### src/hdl/odl_pkg.sv
`timescale 1ns / 1ps
// ----------------------------------------------------------------------------
// Ordered deque list package
// Shared sizes, operation and status codes, and the cell control types.
// ----------------------------------------------------------------------------
package odl_pkg;

  localparam int CAPACITY = 16;
  localparam int IDX_W    = $clog2(CAPACITY);
  localparam int CNT_W    = $clog2(CAPACITY + 1);
  localparam int DATA_W   = 32;

  typedef enum logic [2:0] {
    OP_PUSH_FRONT    = 3'd0,
    OP_PUSH_BACK     = 3'd1,
    OP_INSERT_SORTED = 3'd2,
    OP_POP_FRONT     = 3'd3,
    OP_POP_BACK      = 3'd4,
    OP_REMOVE_VALUE  = 3'd5,
    OP_CLEAR         = 3'd6
  } op_e;

  typedef enum logic [1:0] {
    ST_OK       = 2'd0,
    ST_EMPTY    = 2'd1,
    ST_FULL     = 2'd2,
    ST_NOTFOUND = 2'd3
  } status_e;

  // What a cell loads at the next clock edge.
  typedef enum logic [1:0] {
    CMD_HOLD      = 2'd0,
    CMD_LOAD      = 2'd1,
    CMD_FROM_PREV = 2'd2,
    CMD_FROM_NEXT = 2'd3
  } cell_cmd_e;

  // Compare flags that a cell reports against the operand.
  typedef struct packed {
    logic lt;  // stored entry is below the operand
    logic eq;  // stored entry equals the operand
  } cell_flags_t;

endpackage

### src/hdl/odl_cell.sv
`timescale 1ns / 1ps
// ----------------------------------------------------------------------------
// Ordered deque list cell
// Holds one list entry, compares it with the operand and shifts to a neighbor.
// ----------------------------------------------------------------------------
module odl_cell
  import odl_pkg::*;
(
  input  logic                     clk_i,
  input  cell_cmd_e                cmd_i,
  input  logic signed [DATA_W-1:0] operand_i,
  input  logic signed [DATA_W-1:0] prev_i,
  input  logic signed [DATA_W-1:0] next_i,
  output logic signed [DATA_W-1:0] entry_o,
  output cell_flags_t              flags_o
);

  logic signed [DATA_W-1:0] entry_q, entry_d;

  always_comb begin
    case (cmd_i)
      CMD_LOAD:      entry_d = operand_i;
      CMD_FROM_PREV: entry_d = prev_i;
      CMD_FROM_NEXT: entry_d = next_i;
      default:       entry_d = entry_q;
    endcase
  end

  always_ff @(posedge clk_i) begin
    entry_q <= entry_d;
  end

  assign entry_o    = entry_q;
  assign flags_o.lt = (entry_q < operand_i);
  assign flags_o.eq = (entry_q == operand_i);

endmodule

### src/hdl/odl_ctrl.sv
`timescale 1ns / 1ps
// ----------------------------------------------------------------------------
// Ordered deque list controller
// Picks the insert or remove position from the cell flags and steers the row.
// ----------------------------------------------------------------------------
module odl_ctrl
  import odl_pkg::*;
(
  input  logic                     clk_i,
  input  logic                     rst_ni,
  input  logic                     start_i,
  input  logic [2:0]               operation_i,
  input  logic signed [DATA_W-1:0] value_i,
  output logic                     busy_o,
  output logic                     done_o,
  output logic [1:0]               status_o,
  output logic [CNT_W-1:0]         count_o,
  output logic signed [DATA_W-1:0] front_value_o,
  output logic signed [DATA_W-1:0] back_value_o,
  output logic signed [DATA_W-1:0] removed_value_o,
  output logic signed [DATA_W-1:0] operand_o,
  output cell_cmd_e                cmd_o     [CAPACITY],
  input  logic signed [DATA_W-1:0] entries_i [CAPACITY],
  input  cell_flags_t              flags_i   [CAPACITY]
);

  logic                     busy_q, done_q;
  logic [2:0]               op_q;
  logic signed [DATA_W-1:0] operand_q;
  logic [CNT_W-1:0]         count_q, count_d;
  status_e                  status_q, status_d;
  logic signed [DATA_W-1:0] removed_q, removed_d;

  logic [IDX_W-1:0] tail_idx, pos_idx;
  logic [CNT_W-1:0] ins_scan, rem_scan, pos;
  logic             do_insert, do_remove;
  logic             full, empty;

  assign full     = (count_q == CNT_W'(CAPACITY));
  assign empty    = (count_q == '0);
  assign tail_idx = IDX_W'(count_q - 1'b1);
  assign pos_idx  = IDX_W'(pos);

  // First inner entry that is not below the operand, one scan per operation.
  always_comb begin
    ins_scan = count_q;
    rem_scan = count_q - 1'b1;
    for (int i = CAPACITY - 1; i >= 1; i--) begin
      if ((CNT_W'(i) < count_q) && !flags_i[i].lt) begin
        ins_scan = CNT_W'(i);
      end
      if ((CNT_W'(i) < count_q - 1'b1) && !flags_i[i].lt) begin
        rem_scan = CNT_W'(i);
      end
    end
  end

  always_comb begin
    status_d  = ST_OK;
    removed_d = '0;
    count_d   = count_q;
    do_insert = 1'b0;
    do_remove = 1'b0;
    pos       = '0;
    case (op_q)
      OP_PUSH_FRONT, OP_PUSH_BACK, OP_INSERT_SORTED: begin
        if (full) begin
          status_d = ST_FULL;
        end else begin
          do_insert = 1'b1;
          if (op_q == OP_PUSH_FRONT) begin
            pos = '0;
          end else if (op_q == OP_PUSH_BACK || empty) begin
            pos = count_q;
          end else if (!flags_i[0].lt && !flags_i[0].eq) begin
            pos = '0;
          end else if (flags_i[tail_idx].lt) begin
            pos = count_q;
          end else begin
            pos = ins_scan;
          end
        end
      end
      OP_POP_FRONT, OP_POP_BACK, OP_REMOVE_VALUE: begin
        if (empty) begin
          status_d = ST_EMPTY;
        end else if (op_q == OP_POP_FRONT) begin
          do_remove = 1'b1;
          pos       = '0;
        end else if (op_q == OP_POP_BACK) begin
          do_remove = 1'b1;
          pos       = count_q - 1'b1;
        end else if (flags_i[0].eq) begin
          do_remove = 1'b1;
          pos       = '0;
        end else if (count_q == CNT_W'(1)) begin
          status_d = ST_NOTFOUND;
        end else if (flags_i[tail_idx].eq) begin
          do_remove = 1'b1;
          pos       = count_q - 1'b1;
        end else begin
          pos = rem_scan;
          if (flags_i[IDX_W'(rem_scan)].eq) begin
            do_remove = 1'b1;
          end else begin
            status_d = ST_NOTFOUND;
          end
        end
      end
      OP_CLEAR: begin
        count_d = '0;
      end
      default: begin
      end
    endcase
    if (do_insert) begin
      count_d = count_q + 1'b1;
    end
    if (do_remove) begin
      count_d   = count_q - 1'b1;
      removed_d = entries_i[pos_idx];
    end
  end

  // Steer each cell: open a gap for an insert, close one for a removal.
  always_comb begin
    for (int i = 0; i < CAPACITY; i++) begin
      cmd_o[i] = CMD_HOLD;
      if (busy_q && do_insert) begin
        if (CNT_W'(i) > pos) begin
          cmd_o[i] = CMD_FROM_PREV;
        end else if (CNT_W'(i) == pos) begin
          cmd_o[i] = CMD_LOAD;
        end
      end else if (busy_q && do_remove && (CNT_W'(i) >= pos)) begin
        cmd_o[i] = CMD_FROM_NEXT;
      end
    end
  end

  always_ff @(posedge clk_i or negedge rst_ni) begin
    if (!rst_ni) begin
      busy_q   <= 1'b0;
      done_q   <= 1'b0;
      count_q  <= '0;
      status_q <= ST_OK;
    end else begin
      done_q <= busy_q;
      if (busy_q) begin
        busy_q   <= 1'b0;
        count_q  <= count_d;
        status_q <= status_d;
      end else if (start_i) begin
        busy_q <= 1'b1;
      end
    end
  end

  always_ff @(posedge clk_i) begin
    if (!busy_q && start_i) begin
      op_q      <= operation_i;
      operand_q <= value_i;
    end
    if (busy_q) begin
      removed_q <= removed_d;
    end
  end

  assign busy_o          = busy_q;
  assign done_o          = done_q;
  assign status_o        = status_q;
  assign count_o         = count_q;
  assign removed_value_o = removed_q;
  assign operand_o       = operand_q;
  assign front_value_o   = empty ? '0 : entries_i[0];
  assign back_value_o    = empty ? '0 : entries_i[tail_idx];

`ifndef ASSERT_OFF
  a_count_bound: assert property (@(posedge clk_i) disable iff (!rst_ni)
    count_q <= CNT_W'(CAPACITY))
    else $error("list count above capacity");
  a_done_follows_busy: assert property (@(posedge clk_i) disable iff (!rst_ni)
    done_q |-> $past(busy_q))
    else $error("result strobe without an executed transaction");
  a_single_exec: assert property (@(posedge clk_i) disable iff (!rst_ni)
    busy_q |=> !busy_q)
    else $error("execute cycle lasted more than one cycle");
  a_full_status: assert property (@(posedge clk_i) disable iff (!rst_ni)
    (done_q && status_q == ST_FULL) |-> (count_q == CNT_W'(CAPACITY)))
    else $error("full status with room left");
  a_empty_status: assert property (@(posedge clk_i) disable iff (!rst_ni)
    (done_q && status_q == ST_EMPTY) |-> (count_q == '0))
    else $error("empty status on a non-empty list");
`endif

endmodule

### src/hdl/ordered_deque_list_engine.sv
`timescale 1ns / 1ps
// ----------------------------------------------------------------------------
// Ordered deque list engine
// Bounded list of signed 32-bit values with deque and sorted operations.
// ----------------------------------------------------------------------------
// Usage:
//   A command transaction is taken at a rising edge with start_i high and
//   busy_o low; operation_i and value_i are sampled then. The next cycle is
//   the execute cycle (busy_o high): every cell compares its entry with the
//   operand in parallel, the controller picks the position, and the row of
//   cells shifts left or right around it at the end of that cycle.
//   In the cycle after that, done_o is high for exactly one cycle with the
//   status, count, front, back and removed values. The receiver cannot stall
//   the result; a new command may be given in that same cycle.
//   No new command is taken while busy_o is high, that is, during the
//   compare-and-shift pass over the cell row.
//   Reset empties the list at once (count zero); entry contents are left
//   unchanged and are never shown while the count excludes them.
// ----------------------------------------------------------------------------
module ordered_deque_list_engine
  import odl_pkg::*;
(
  input  logic                     clk_i,
  input  logic                     rst_ni,
  input  logic                     start_i,
  output logic                     busy_o,
  input  logic [2:0]               operation_i,
  input  logic signed [DATA_W-1:0] value_i,
  output logic                     done_o,
  output logic [1:0]               status_o,
  output logic [CNT_W-1:0]         count_o,
  output logic signed [DATA_W-1:0] front_value_o,
  output logic signed [DATA_W-1:0] back_value_o,
  output logic signed [DATA_W-1:0] removed_value_o
);

  logic signed [DATA_W-1:0] operand;
  cell_cmd_e                cmd     [CAPACITY];
  logic signed [DATA_W-1:0] entries [CAPACITY];
  cell_flags_t              flags   [CAPACITY];

  odl_ctrl u_ctrl (
    .clk_i           (clk_i),
    .rst_ni          (rst_ni),
    .start_i         (start_i),
    .operation_i     (operation_i),
    .value_i         (value_i),
    .busy_o          (busy_o),
    .done_o          (done_o),
    .status_o        (status_o),
    .count_o         (count_o),
    .front_value_o   (front_value_o),
    .back_value_o    (back_value_o),
    .removed_value_o (removed_value_o),
    .operand_o       (operand),
    .cmd_o           (cmd),
    .entries_i       (entries),
    .flags_i         (flags)
  );

  for (genvar g = 0; g < CAPACITY; g++) begin : g_cell
    logic signed [DATA_W-1:0] prev_entry, next_entry;

    if (g == 0) begin : g_first
      assign prev_entry = '0;
    end else begin : g_inner_prev
      assign prev_entry = entries[g-1];
    end

    if (g == CAPACITY - 1) begin : g_last
      assign next_entry = '0;
    end else begin : g_inner_next
      assign next_entry = entries[g+1];
    end

    odl_cell u_cell (
      .clk_i     (clk_i),
      .cmd_i     (cmd[g]),
      .operand_i (operand),
      .prev_i    (prev_entry),
      .next_i    (next_entry),
      .entry_o   (entries[g]),
      .flags_o   (flags[g])
    );
  end

endmodule
### config.mk
export PLATFORM = sky130hd
export DESIGN_NAME = ordered_deque_list_engine
export DESIGN_NICKNAME = d
export VERILOG_FILES = /design/src/hdl/odl_pkg.sv /design/src/hdl/odl_cell.sv /design/src/hdl/odl_ctrl.sv /design/src/hdl/ordered_deque_list_engine.sv
export SDC_FILE = /design/constraint.sdc
export NUM_CORES = 2
export LEC_CHECK = 0
export ABC_AREA = 0
export ABC_CLOCK_PERIOD_IN_PS = 15030
export BUFFER_PORTS_ARGS = -buffer_cell sky130_fd_sc_hd__buf_2
export CAP_MARGIN = 15
export CORE_MARGIN = 4
export CORE_UTILIZATION = 45
export DETAILED_ROUTE_END_ITERATION = 8
export PLACE_DENSITY = 0.6
export SYNTH_ARGS = -nofsm -noshare
export SYNTH_HDL_FRONTEND = slang
export SYNTH_SLANG_ARGS = --single-unit
### constraint.sdc
create_clock -name clk_i -period 15.03 [get_ports clk_i]
set_clock_uncertainty 0.1 [all_clocks]
set_input_delay 1.503 -clock clk_i [delete_from_list [all_inputs] [get_ports clk_i]]
set_output_delay 1.503 -clock clk_i [all_outputs]
set_load 0.05 [all_outputs]
==> results.sh <==
export IMPL_status="completed"
export IMPL_drive_gt1_share_pct=13.16
export IMPL_hold_depth=2
export IMPL_num_rows=121
export IMPL_wl_per_cell_um=37.39
export IMPL_synthArstFlopShare_pct=1.531
export IMPL_synth_compound_area_share_pct=22.82
export IMPL_clk_pin_slew_ps=60
export IMPL_synthSimpleGateAreaFrac_pct=11.77
export IMPL_slew_headroom_pct=14.03
export IMPL_cp_end_kind="register"
export IMPL_cts_sinks=588
export IMPL_syn_avg_cell_area_um2=9.922
export IMPL_r2r_end="g_cell[10].u_cell.entry_o[2]"
export IMPL_finalSetupViolations=0
export IMPL_synth_xor_area_share_pct=0.1208
export IMPL_ys_ff_latch=588
export IMPL_ys_dominant_reg_cell="edfxtp_1"
export IMPL_crit_path_start_kind="register"
export IMPL_fillerInstances=10230
export IMPL_synthAdderAreaFrac_pct=12.99
export IMPL_vias=48703
export IMPL_cap_violations=0
export IMPL_finalNonFillerCells=6549
export IMPL_p_leak_nw=21.28
export IMPL_ys_warn_count=0
export IMPL_post_cts_resized=0
export IMPL_syn_nets=5565
export IMPL_finalSetupTns_ps=0
export IMPL_die_x_um=340.4
export IMPL_gp_congestion=1.039
export IMPL_fp_dieH_um=340.4
export IMPL_whs_ps=426.2
export IMPL_grt_pass1_vias=44415
export IMPL_yosysSeqAreaShare_pct=35.42
export IMPL_io_buffers=142
export IMPL_syn_inst=5011
export IMPL_peakVddDrop_mv=0.1997
export IMPL_drc_errors=0
export IMPL_grt_max_degree=118
export IMPL_reg2reg_depth=20
export IMPL_insertion_delay_ps=680
export IMPL_path_class="reg -> reg"
export IMPL_routed_wl_mm=244.8
export IMPL_required_ps=15330
export IMPL_worstPathArrival_ps=10090
export IMPL_fin_nets=5569
export IMPL_clockRootBuffer="clkbuf_16"
export IMPL_period_share_pct=65.10
export IMPL_antenna_found_initial=7
export IMPL_dpl_cell_area_um2=52370
export IMPL_cts_tree="yes"
export IMPL_core_um2=109300
export IMPL_synth_edf_count=579
export IMPL_clockBufferDepth=3
export IMPL_maxSlewViolCount=0
export IMPL_initial_core_util_pct=45.48
export IMPL_hold_end="u_ctrl.status_o[0]"
export IMPL_pwr_density_cell_nw_per_um2=244.7
export IMPL_reg2reg_setup_slack_ps=5250
export IMPL_numCtsBuffers=73
export IMPL_cts_hold_buf=0
export IMPL_firstDrtPassIters=7
export IMPL_min_period_ps=9785
export IMPL_hold_class="reg -> reg"
export IMPL_grt_pass1_wl_mm=340.6
export IMPL_drt_initial_drc_count=7900
export IMPL_syn_area_um2=49720
export IMPL_via_per_inst=7.437
export IMPL_p_total_mw=13.40
export IMPL_synth_top_family_by_area="compound AO/OA/AOI/OAI gates"
export IMPL_worstHoldStart="u_ctrl.status_o[0]"
export IMPL_fmax_ghz=0.1022
export IMPL_htree_levels=3
export IMPL_grt_usage_pct=40.55
export IMPL_postRouteAntennaNets=0
export IMPL_synthMuxAreaShare_pct=13.12
export IMPL_grt_ovfl_total=0
export IMPL_synth_cell_type_count=101
export IMPL_pin_count=143
export IMPL_hold_viol=0
export IMPL_worstMarginPinSlew_ps=1279
export IMPL_post_cts_buffers=0
export IMPL_reg2reg_from="u_ctrl.operand_o[5]"
export IMPL_die_area_um2=115900
export IMPL_place_inst=6414
export IMPL_rsz0062_at_grt="no"
export IMPL_syn_to_final_growth_pct=10.18
export IMPL_post_route_cell_area_um2=54780
export IMPL_hpwlAfterDp_mm=171.4
export IMPL_critPathMaxFanout=33
==> flip-flops by register name (all words and copies together) (netlist names) <==
name	count
g_cell.u_cell.entry_o	512
u_ctrl.operand_o	32
u_ctrl.removed_value_o	32
u_ctrl.count_o	5
u_ctrl.op_q	3
u_ctrl.status_o	2
u_ctrl.busy_o	1
u_ctrl.done_o	1
==> power breakdown <==
group / internal (mW) / total [mW] / leakage [nW] / switching, mW
Clock: 1.07 / 1.88 / 1.17 / 0.809
Sequential: 2.45 / 3.20 / 5.49 / 0.753
Combinational: 2.54 / 8.33 / 14.6 / 5.79
==> worst max-delay path by stage <==
stage / depth (start not counted) / to / from / slack, ps
2_1_floorplan: 20 / g_cell[1].u_cell.entry_o[0] / u_ctrl.count_o[0] / 7400
3_3_place_gp: 19 / g_cell[12].u_cell.entry_o[7] / u_ctrl.operand_o[25] / 5120
3_5_place_dp: 19 / g_cell[6].u_cell.entry_o[31] / u_ctrl.operand_o[25] / 5310
4_1_cts: 19 / u_ctrl.removed_value_o[16] / u_ctrl.operand_o[25] / 5260
5_1_grt: 20 / g_cell[10].u_cell.entry_o[6] / u_ctrl.operand_o[5] / 5240
6_report: 20 / g_cell[10].u_cell.entry_o[2] / u_ctrl.operand_o[5] / 5250
==> per-layer routing <==
layer | vias to the layer above | global-route usage (%) | part of all wire, %
met4 | 8 | 20.88 | 6.4
met5 | - | 0.8750 | 0.10
met1 | 23651 | 53.71 | 37
met2 | 4232 | 55.80 | 39
li1 | 20017 | - | -
met3 | 795 | 17.44 | 17
==> stage by stage <==
step	util (%)	setup WS, ps
2_1_floorplan	-	7399
3_3_place_gp	47.86	5120
3_5_place_dp	47.91	5308
4_1_cts	50.09	5256
5_1_grt	50.11	5243
6_report	50.11	5245
==> synthesized netlist by cell type (65+ instances only) <==
cell type  number  area (um2)
mux2_2        125        1408
nand4_1       106       663.1
a22oi_1       171        1284
inv_1          65       244.0
a221o_1        73       730.7
o21ai_0       128       640.6
nor2_1        312        1171
buf_2          92       460.4
a22o_1         69       604.3
nand3_1        72       360.4
a21o_1         99       743.2
a21oi_1       445        2227
nor3_1        175       875.8
o31ai_1       104       780.8
o22ai_1       136       850.8
edfxtp_1      579       17390
mux2i_1       410        4104
nand2_1       351        1318
clkbuf_1      230       863.3
o221ai_1       89       779.5
ha_1          516        6456
==> layout make-up <==
| cell class | instances | area, um2 | share of cell area [%] |
|---|---|---|---|
| multi-input combinational | 3963 | 30690 | 56.02 |
| sequential | 588 | 17620 | 32.16 |
| clock buffer | 93 | 2018 | 3.684 |
| timing repair buffer | 290 | 1862 | 3.399 |
| tap | 1476 | 1847 | 3.371 |
| inverter | 99 | 371.6 | 0.6784 |
| clock inverter | 37 | 367.9 | 0.6715 |
| antenna | 3 | 7.507 | 0.01370 |
==> cells in the final DEF, fill, tap and decap left out, types with 21 or more instances in the layout <==
cell         n
clkinv_1    46
nand2b_1    25
a211oi_1    22
edfxtp_1   579
o21ai_0    128
nand4_1    106
a31oi_1     34
buf_4      141
mux2i_1    410
clkbuf_16   78
mux2_2     125
nor4_1      21
o211ai_1    55
ha_1       515
buf_2      144
a21o_1      99
o22ai_1    136
nand2_1    347
a22o_1      69
mux4_2      45
a22oi_1    171
o2bb2ai_1   41
and2_1      45
nor2b_1     21
nor3_1     166
a311oi_1    25
o31ai_1    103
o221ai_1    89
nor2_1     309
inv_1       64
a221o_1     72
nand3_1     71
a21oi_1    438
==> worst max-delay path, cell delays in order (launching register included) <==
cell       delay (ps)
edfxtp_1          760
clkinv_1          600
buf_4             410
ha_1              340
nand2_1           120
nor4_1            880
o21ai_0           680
a31oi_1           440
nor2_1            170
a221oi_1          370
nand4_1           220
o22a_1            300
o31a_1            280
o2bb2ai_1         370
nand2b_2          760
buf_4             480
nand3_1           270
a21oi_4           970
buf_4             570
nor3_1            100
a221o_1           270
==> cells by family after synthesis <==
group                    count (synthesis)
AO/OA/AOI/OAI                         1640
AND/OR/NAND/NOR                       1221
flip-flops                             588
multiplexers                           580
adder cells (fa/ha/maj)                516
buffers and inverters                  460
XOR/XNOR                                 6
Power figures use the tool's default switching activity.
